### config.mk
export PLATFORM = sky130hd
export DESIGN_NAME = rod_cutting_max_value
export DESIGN_NICKNAME = d
export VERILOG_FILES = /design/src/hdl/rcm_pkg.sv /design/src/hdl/rcm_ram.sv /design/src/hdl/rcm_sequencer.sv /design/src/hdl/rod_cutting_max_value.sv
export SDC_FILE = /design/constraint.sdc
export NUM_CORES = 2
export LEC_CHECK = 0
export BUFFER_PORTS_ARGS = -buffer_cell sky130_fd_sc_hd__buf_4
export CORE_ASPECT_RATIO = 1.2
export CORE_MARGIN = 5
export CORE_UTILIZATION = 50
export DETAILED_ROUTE_END_ITERATION = 12
export PLACE_DENSITY = 0.72
export SLEW_MARGIN = 15
export SYNTH_ARGS = -nofsm -noshare
export SYNTH_HDL_FRONTEND = slang
export SYNTH_SLANG_ARGS = --single-unit
### constraint.sdc
create_clock -name clock -period 11.3 [get_ports clock]
set_input_delay 0 -clock clock [delete_from_list [all_inputs] [get_ports clock]]
set_output_delay 0 -clock clock [all_outputs]
set_load 0.05 [all_outputs]
### src/hdl/rcm_pkg.sv
// Shared types, constants and the control program for the rod-cutting block.
// Used by rcm_sequencer and rod_cutting_max_value; depends on nothing.
package rcm_pkg;

   // Default parameter values
   localparam int MAX_LEN_DEF    = 64;
   localparam int PRICE_BITS_DEF = 16;

   // Fixed field widths
   localparam int PRICE_W  = 16;
   localparam int BEST_W   = 22;
   localparam int LEN_W    = 7;
   localparam int REQ_DATA_W = 16;
   localparam int RSP_DATA_W = 32;
   localparam logic [BEST_W-1:0] BEST_MAX = {BEST_W{1'b1}};

   // Program step addresses
   localparam int STEP_W = 3;
   typedef logic [STEP_W-1:0] step_type;
   localparam step_type STEP_LOAD  = 3'd0;
   localparam step_type STEP_INIT  = 3'd1;
   localparam step_type STEP_FIRST = 3'd2;
   localparam step_type STEP_LOOP  = 3'd3;
   localparam step_type STEP_WRITE = 3'd4;
   localparam step_type STEP_EMIT  = 3'd5;

   // Datapath operations
   typedef enum logic [2:0] {
      OP_LOAD,
      OP_INIT,
      OP_FIRST,
      OP_LOOP,
      OP_WRITE,
      OP_EMIT
   } op_type;

   // Jump conditions
   typedef enum logic [2:0] {
      COND_ALWAYS,
      COND_LAST_ACC,
      COND_INNER_DONE,
      COND_OUTER_DONE,
      COND_OUT_FREE
   } cond_type;

   typedef struct packed {
      op_type   op;
      cond_type cond;
      step_type tgt_true;
      step_type tgt_false;
   } ctrl_word_type;

   // Sequencer to datapath
   typedef struct packed {
      logic   req_ready;
      op_type op;
   } seq_ctrl_type;

   // Datapath to sequencer
   typedef struct packed {
      logic last_acc;
      logic inner_done;
      logic outer_done;
      logic out_free;
   } seq_status_type;

   // Control program: one word per step
   function automatic ctrl_word_type ctrl_rom(input step_type step);
      ctrl_word_type w;
      unique case (step)
         STEP_LOAD:  w = '{OP_LOAD,  COND_LAST_ACC,   STEP_INIT,  STEP_LOAD};
         STEP_INIT:  w = '{OP_INIT,  COND_ALWAYS,     STEP_FIRST, STEP_FIRST};
         STEP_FIRST: w = '{OP_FIRST, COND_ALWAYS,     STEP_LOOP,  STEP_LOOP};
         STEP_LOOP:  w = '{OP_LOOP,  COND_INNER_DONE, STEP_WRITE, STEP_LOOP};
         STEP_WRITE: w = '{OP_WRITE, COND_OUTER_DONE, STEP_EMIT,  STEP_FIRST};
         STEP_EMIT:  w = '{OP_EMIT,  COND_OUT_FREE,   STEP_LOAD,  STEP_EMIT};
         default:    w = '{OP_LOAD,  COND_ALWAYS,     STEP_LOAD,  STEP_LOAD};
      endcase
      return w;
   endfunction

endpackage

### src/hdl/rcm_ram.sv
// Generic simple dual-port RAM: one write port, one read port, registered read.
// No dependencies.
module rcm_ram #(
   parameter int WIDTH = 16,
   parameter int DEPTH = 64,
   localparam int ADDR_W = (DEPTH > 1) ? $clog2(DEPTH) : 1
) (
   input  logic              clock,
   input  logic              wr_en,
   input  logic [ADDR_W-1:0] wr_addr,
   input  logic [WIDTH-1:0]  wr_data,
   input  logic              rd_en,
   input  logic [ADDR_W-1:0] rd_addr,
   output logic [WIDTH-1:0]  rd_data
);

   logic [WIDTH-1:0] mem_ff [DEPTH];
   logic [WIDTH-1:0] rd_data_ff;

   // Write and registered read
   always_ff @(posedge clock) begin
      if (wr_en) begin
         mem_ff[wr_addr] <= wr_data;
      end
      if (rd_en) begin
         rd_data_ff <= mem_ff[rd_addr];
      end
   end

   assign rd_data = rd_data_ff;

endmodule

### src/hdl/rcm_sequencer.sv
// Microcode sequencer: step counter over the control program in rcm_pkg.
// Depends on rcm_pkg.
module rcm_sequencer (
   input  logic                    clock,
   input  logic                    reset,
   input  rcm_pkg::seq_status_type status,
   output rcm_pkg::seq_ctrl_type   ctrl
);

   rcm_pkg::step_type      pc_ff, pc_in;
   rcm_pkg::ctrl_word_type word;
   logic                   cond_hit;

   assign word = rcm_pkg::ctrl_rom(pc_ff);

   // Evaluate the jump condition of the current word
   always_comb begin
      unique case (word.cond)
         rcm_pkg::COND_ALWAYS:     cond_hit = 1'b1;
         rcm_pkg::COND_LAST_ACC:   cond_hit = status.last_acc;
         rcm_pkg::COND_INNER_DONE: cond_hit = status.inner_done;
         rcm_pkg::COND_OUTER_DONE: cond_hit = status.outer_done;
         rcm_pkg::COND_OUT_FREE:   cond_hit = status.out_free;
         default:                  cond_hit = 1'b1;
      endcase
      pc_in = cond_hit ? word.tgt_true : word.tgt_false;
   end

   // Advance the step counter
   always_ff @(posedge clock) begin
      if (reset) begin
         pc_ff <= rcm_pkg::STEP_LOAD;
      end else begin
         pc_ff <= pc_in;
      end
   end

   assign ctrl.op        = word.op;
   assign ctrl.req_ready = (word.op == rcm_pkg::OP_LOAD);

endmodule

### src/hdl/rod_cutting_max_value.sv
// Rod-cutting maximum value. Prices for piece lengths 1, 2, 3 ... arrive one per
// request; while loading, each is taken as soon as it is offered. The request marked
// tlast closes the list and starts the bottom-up solve over the n prices held (at
// most MAX_LEN; extra prices are dropped and flagged). The solve performs one
// add-compare step per cycle, fed by a single read port on each of the price and
// best-value RAMs, then moves the result into the output register once it is free.
// The block takes no request while solving; loading resumes as soon as the result
// sits in the output register. Depends on rcm_pkg, rcm_ram and rcm_sequencer.
module rod_cutting_max_value #(
   parameter int MAX_LEN    = rcm_pkg::MAX_LEN_DEF,
   parameter int PRICE_BITS = rcm_pkg::PRICE_BITS_DEF
) (
   input  logic                            clock,
   input  logic                            reset,
   // req_tdata: [15:0] price
   input  logic                            req_tvalid,
   output logic                            req_tready,
   input  logic [rcm_pkg::REQ_DATA_W-1:0]  req_tdata,
   input  logic                            req_tlast,
   // rsp_tdata: [21:0] best_value, [28:22] rod_length, [31:29] zero
   output logic                            rsp_tvalid,
   input  logic                            rsp_tready,
   output logic [rcm_pkg::RSP_DATA_W-1:0]  rsp_tdata,
   // rsp_tuser: [0] dropped
   output logic                            rsp_tuser
);

   localparam int SW   = (PRICE_BITS < rcm_pkg::PRICE_W) ? PRICE_BITS : rcm_pkg::PRICE_W;
   localparam int PA_W = (MAX_LEN > 1) ? $clog2(MAX_LEN) : 1;
   localparam int BA_W = $clog2(MAX_LEN + 1);
   localparam int CW   = $clog2(MAX_LEN + 2);
   localparam int BW   = rcm_pkg::BEST_W;
   localparam int SUM_W = ((SW > BW) ? SW : BW) + 1;

   rcm_pkg::seq_ctrl_type   ctrl;
   rcm_pkg::seq_status_type status;

   logic [CW-1:0] count_ff;
   logic          overflow_ff;
   logic [CW-1:0] i_ff, j_ff;
   logic [BW-1:0] top_ff, res_ff;
   logic          rsp_valid_ff;
   logic [BW-1:0] rsp_best_ff;
   logic [rcm_pkg::LEN_W-1:0] rsp_len_ff;
   logic          rsp_drop_ff;

   logic          req_acc, rsp_acc, count_full;
   logic [CW-1:0] i_m1, j_m_i;
   logic          price_we, price_re, best_we, best_re;
   logic [PA_W-1:0] price_waddr, price_raddr;
   logic [BA_W-1:0] best_waddr, best_raddr;
   logic [BW-1:0]   best_wdata;
   logic [SW-1:0]   price_rd;
   logic [BW-1:0]   best_rd;
   logic [SUM_W-1:0] sum;
   logic [BW-1:0]   cand;

   assign req_acc    = req_tvalid && req_tready;
   assign rsp_acc    = rsp_tvalid && rsp_tready;
   assign count_full = (count_ff == CW'(MAX_LEN));
   assign i_m1       = i_ff - CW'(1);
   assign j_m_i      = j_ff - i_ff;

   // Status back to the sequencer
   assign status.last_acc   = req_acc && req_tlast;
   assign status.inner_done = (i_ff == j_ff + CW'(1));
   assign status.outer_done = (j_ff == count_ff);
   assign status.out_free   = !rsp_valid_ff;

   rcm_sequencer u_seq (
      .clock  (clock),
      .reset  (reset),
      .status (status),
      .ctrl   (ctrl)
   );

   assign req_tready = ctrl.req_ready;

   // RAM port control
   always_comb begin
      price_we    = (ctrl.op == rcm_pkg::OP_LOAD) && req_acc && !count_full;
      price_waddr = count_ff[PA_W-1:0];
      price_re    = (ctrl.op == rcm_pkg::OP_FIRST) ||
                    ((ctrl.op == rcm_pkg::OP_LOOP) && !status.inner_done);
      price_raddr = i_m1[PA_W-1:0];
      best_re     = price_re;
      best_raddr  = j_m_i[BA_W-1:0];
      best_we     = (ctrl.op == rcm_pkg::OP_INIT) || (ctrl.op == rcm_pkg::OP_WRITE);
      best_waddr  = (ctrl.op == rcm_pkg::OP_INIT) ? '0 : j_ff[BA_W-1:0];
      best_wdata  = (ctrl.op == rcm_pkg::OP_INIT) ? '0 : top_ff;
   end

   rcm_ram #(.WIDTH(SW), .DEPTH(MAX_LEN)) u_price_ram (
      .clock   (clock),
      .wr_en   (price_we),
      .wr_addr (price_waddr),
      .wr_data (req_tdata[SW-1:0]),
      .rd_en   (price_re),
      .rd_addr (price_raddr),
      .rd_data (price_rd)
   );

   rcm_ram #(.WIDTH(BW), .DEPTH(MAX_LEN + 1)) u_best_ram (
      .clock   (clock),
      .wr_en   (best_we),
      .wr_addr (best_waddr),
      .wr_data (best_wdata),
      .rd_en   (best_re),
      .rd_addr (best_raddr),
      .rd_data (best_rd)
   );

   // Candidate sum, saturated to the result width
   always_comb begin
      sum  = SUM_W'(price_rd) + SUM_W'(best_rd);
      cand = (sum > SUM_W'(rcm_pkg::BEST_MAX)) ? rcm_pkg::BEST_MAX : sum[BW-1:0];
   end

   // Control state: load count, overflow flag, result valid
   always_ff @(posedge clock) begin
      if (reset) begin
         count_ff     <= '0;
         overflow_ff  <= 1'b0;
         rsp_valid_ff <= 1'b0;
      end else begin
         if (rsp_acc) begin
            rsp_valid_ff <= 1'b0;
         end
         if ((ctrl.op == rcm_pkg::OP_LOAD) && req_acc) begin
            if (count_full) begin
               overflow_ff <= 1'b1;
            end else begin
               count_ff <= count_ff + CW'(1);
            end
         end
         if ((ctrl.op == rcm_pkg::OP_EMIT) && !rsp_valid_ff) begin
            rsp_valid_ff <= 1'b1;
            count_ff     <= '0;
            overflow_ff  <= 1'b0;
         end
      end
   end

   // Datapath: loop indices, running maximum, result register
   always_ff @(posedge clock) begin
      unique case (ctrl.op)
         rcm_pkg::OP_INIT: begin
            j_ff   <= CW'(1);
            i_ff   <= CW'(1);
            top_ff <= '0;
         end
         rcm_pkg::OP_FIRST: begin
            i_ff <= i_ff + CW'(1);
         end
         rcm_pkg::OP_LOOP: begin
            i_ff <= i_ff + CW'(1);
            if (cand > top_ff) begin
               top_ff <= cand;
            end
         end
         rcm_pkg::OP_WRITE: begin
            res_ff <= top_ff;
            j_ff   <= j_ff + CW'(1);
            i_ff   <= CW'(1);
            top_ff <= '0;
         end
         rcm_pkg::OP_EMIT: begin
            if (!rsp_valid_ff) begin
               rsp_best_ff <= res_ff;
               rsp_len_ff  <= rcm_pkg::LEN_W'(count_ff);
               rsp_drop_ff <= overflow_ff;
            end
         end
         default: begin
            // hold during load
         end
      endcase
   end

   assign rsp_tvalid = rsp_valid_ff;
   assign rsp_tdata  = {{(rcm_pkg::RSP_DATA_W - rcm_pkg::LEN_W - BW){1'b0}},
                        rsp_len_ff, rsp_best_ff};
   assign rsp_tuser  = rsp_drop_ff;

endmodule

==> results.md <==
* Status: finished clean
* Initial Utilization at 0.5009
* Total of max-cap violations at 0
* Type of the worst min-delay path: input pin to flip-flop
* WHS at 0.1654 ns
* Reg2reg start: i_ff[0]
* Pin count of the biggest net entering global routing at 113
* Compound-gate portion of the synthesized area at 0.01528
* Detailed-route DRC error count at 0
* PD cells at 196.9 nW/um^2
* Multiplexer share of the synthesized area at 0.1734
* Register area share after synthesis at 0.7671
* Area growth syn-to-layout at 12.67%
* Setup CP Type: flip-flop to flip-flop
* Worst hold endpoint: count_ff[2]
* Peak VDD IR at 0.0001703 V
* Clock Skews at 0.06148 ns
* Reg2Reg Depth at 10
* First-pass GRT wire length at 343500 um
* CP Data Arrival Time at 6.64 ns
* Initial DRC count at 6009
* Synthesized area at 101300 sq um
* Global route total overflow at 0
* Psw at 5.622 mW
* Clk_lat worst skew at 0.89 ns
* Port Buffers at 52
* Initial antenna violation count at 5
* Worst reg2reg setup slack at 5.27 ns
* Filler cells at 14.37k
* CTS tree: yes
* Share of layout cells above drive strength 1 at 0.2866
* Final slew viol count at 0
* Final period util at 0.5339
* Final Hold Fails at 0
* Die X at 420.9 um
* CTS Hold Bufs at 23
* Clock power share at 0.364
* Post-synthesis adder-cell area fraction at 0.006447
* Die Ht at 503.1 um
* CTS sink cnt at 2592
* Post-synthesis cell count at 4517
* RSZ-0062 raised after global routing: no
* CTS root buf: clkbuf_16
* Reg power frac at 0.483
* Post-CTS sizing at 0
* GRT Util Overall at 0.2218
* Drt wl/cell at 30.87 um
* Footprint of the multi-input gates at 22870 sq um
* Die ar. at 211800 sq um
* Deepest clock path buffer count at 3
* Number of flops mapped to enable cells by yosys at 2580
* Comb power frac at 0.153
* Largest family of logic cells by synthesized area: multiplexers
* Row count at 181
* Hold Path Depth at 4
* Pwr Total at 22.47 mW
* DR vias at 47.52k
* Post-route ant nets at 0
* Seq cells post-synth at 2592
* DP Cell Count at 7162
* Setup violators final at 0
* Unique masters post-synth at 68
* Min cycle time layout at 6.033 ns
* Actual slew at the worst max-slew pin at 1.068 ns
* Async set-reset flop share out of synthesis at 0
* Simple-gate share of the synthesized area at 0.02054
* Drt first pass iters at 6
* Dominant cells by area after synthesis: edfxtp_1 76%, mux4_2 16%, mux2i_1 1.5%
* Worst r2r dst: u_best_ram.rd_data[0]
* Post-CTS Setup Inserts at 0
* Int Pwr at 16.85 mW
* Final GP Congestion at 0.8530
* WL final at 235500 um
* Syn Area/Cell at 22.43 sq um
* CP required at 11.90 ns
* # IOs at 56
* Vias in the first global route at 48.79k
* Switching Fraction at 0.2502
* Synth top cells by count: 2580 x edfxtp_1, 712 x mux4_2, 196 x nor2_1
* Hold Path Origin: reset
* Leakage at 36.18 nW
* Synth warn at 0
* Post-synthesis xor/xnor area fraction at 0.004619
* Post-synth top area cell: edfxtp_1
* Final Instance Count excl. Fillers at 7628
* CP Max Fanout at 62
* Dpl hpwl at 136000 um
* Clk slew on worst S/H paths at 0.06 ns
* Core area at 202200 sq um
* CTS Buf Count at 235
* Main synth FF type: edfxtp_1
* Cell with the most instances after synthesis: edfxtp_1
* Synth top area share at 0.7647
* Crit path capture type: flip-flop
* Fmax at 165.8 MHz
* Slew HR at 0.2848
* H-tree depth at 4
* Via density per instance at 6.230
* CP startpoint kind: flip-flop
* FF/Latch Area at 77710 sq um
* Nets at 4842
* Final setup TNS at 0 ns
[registers in the layout (all words and copies together) (netlist names)]
signal and count:
u_price_ram.rd_data 16, u_seq.pc_ff 3, count_ff 7, overflow_ff 1, rsp_best_ff 22, i_ff 7, j_ff 7, top_ff 22
u_best_ram.rd_data 22, u_price_ram.mem_ff 1024, u_best_ram.mem_ff 1430, rsp_tvalid 1, rsp_tuser 1, res_ff 22, rsp_len_ff 7
[metrics by stage]
step                cell area, sq um  utilization  setup WS (ns)
detailed placement            105900       0.5237          5.271
floorplan                     101300            -          5.634
finish                        114100       0.5644          5.267
global placement              105900       0.5237          5.275
CTS                           114100       0.5643          5.235
global route                  114100       0.5644          5.093
[worst max-delay path by stage]
| stage | from | end | slack [ns] |
|---|---|---|---|
| 3_5_place_dp | i_ff[0] | u_best_ram.rd_data[0] | 5.27 |
| 6_report | i_ff[0] | u_best_ram.rd_data[0] | 5.27 |
| 3_3_place_gp | i_ff[0] | u_best_ram.rd_data[2] | 5.27 |
| 2_1_floorplan | u_price_ram.rd_data[0] | top_ff[0] | 5.63 |
| 5_1_grt | i_ff[0] | u_best_ram.rd_data[4] | 5.09 |
| 4_1_cts | i_ff[0] | u_best_ram.rd_data[0] | 5.24 |
[cell type report]
type | count | area share
sequential | 2592 | 0.6808
multi-input combinational | 1633 | 0.2003
antenna | 3 | 0.00006577
clock inverter | 165 | 0.01654
clock buffer | 274 | 0.05336
inverter | 48 | 0.001578
tap | 2653 | 0.02908
timing repair buffer | 260 | 0.01819
[critical path: stages (launching register included)]
cell,delay [ns]
edfxtp_1,0.32
buf_4,0.67
ha_4,0.24
inv_1,0.06
fa_4,1.17
buf_4,0.66
buf_4,0.83
mux4_2,0.44
mux4_2,0.52
o211ai_1,0.52
o211ai_1,0.17
[power by group through the flow]
stage	clock [mW]	combinational, mW	sequential, mW
6_report	8.18	3.43	10.9
5_1_grt	8.70	3.60	10.9
4_1_cts	8.28	3.44	10.9
3_5_place_dp	0	3.42	11.1
3_3_place_gp	0	3.38	11.1
2_1_floorplan	0	2.19	11.0
[kinds of logic after synthesis]
logic type / count (synthesis)
adder cells (fa/ha/maj): 51
buffers and inverters: 294
XOR/XNOR: 51
multiplexers: 865
AND/OR/NAND/NOR: 448
flip-flops: 2592
other: 1
AO/OA/AOI/OAI: 215
[layout by cell type (no fill, tap or decap), drive strengths merged, types with 31 or more instances in the layout]
cell type	Yosys	layout
a21oi	35	35
and3	43	43
buf	115	237
bufinv	0	36
clkbuf	131	274
clkinv	1	116
edfxtp	2580	2580
ha	49	49
inv	47	53
mux2i	151	151
mux4	712	712
nand2	86	86
nor2	197	197
xnor2	31	31
[layer usage]
| layer | wire length (um) | up-vias | track usage |
|---|---|---|---|
| li1 | - | 19540 | - |
| met1 | 85930 | 25070 | 0.2884 |
| met2 | 119400 | 2400 | 0.3729 |
| met3 | 18830 | 517 | 0.03826 |
| met4 | 11350 | 0 | 0.09849 |
| met5 | 0 | - | 0 |
Note: power is estimated with default switching activity, not from simulation.
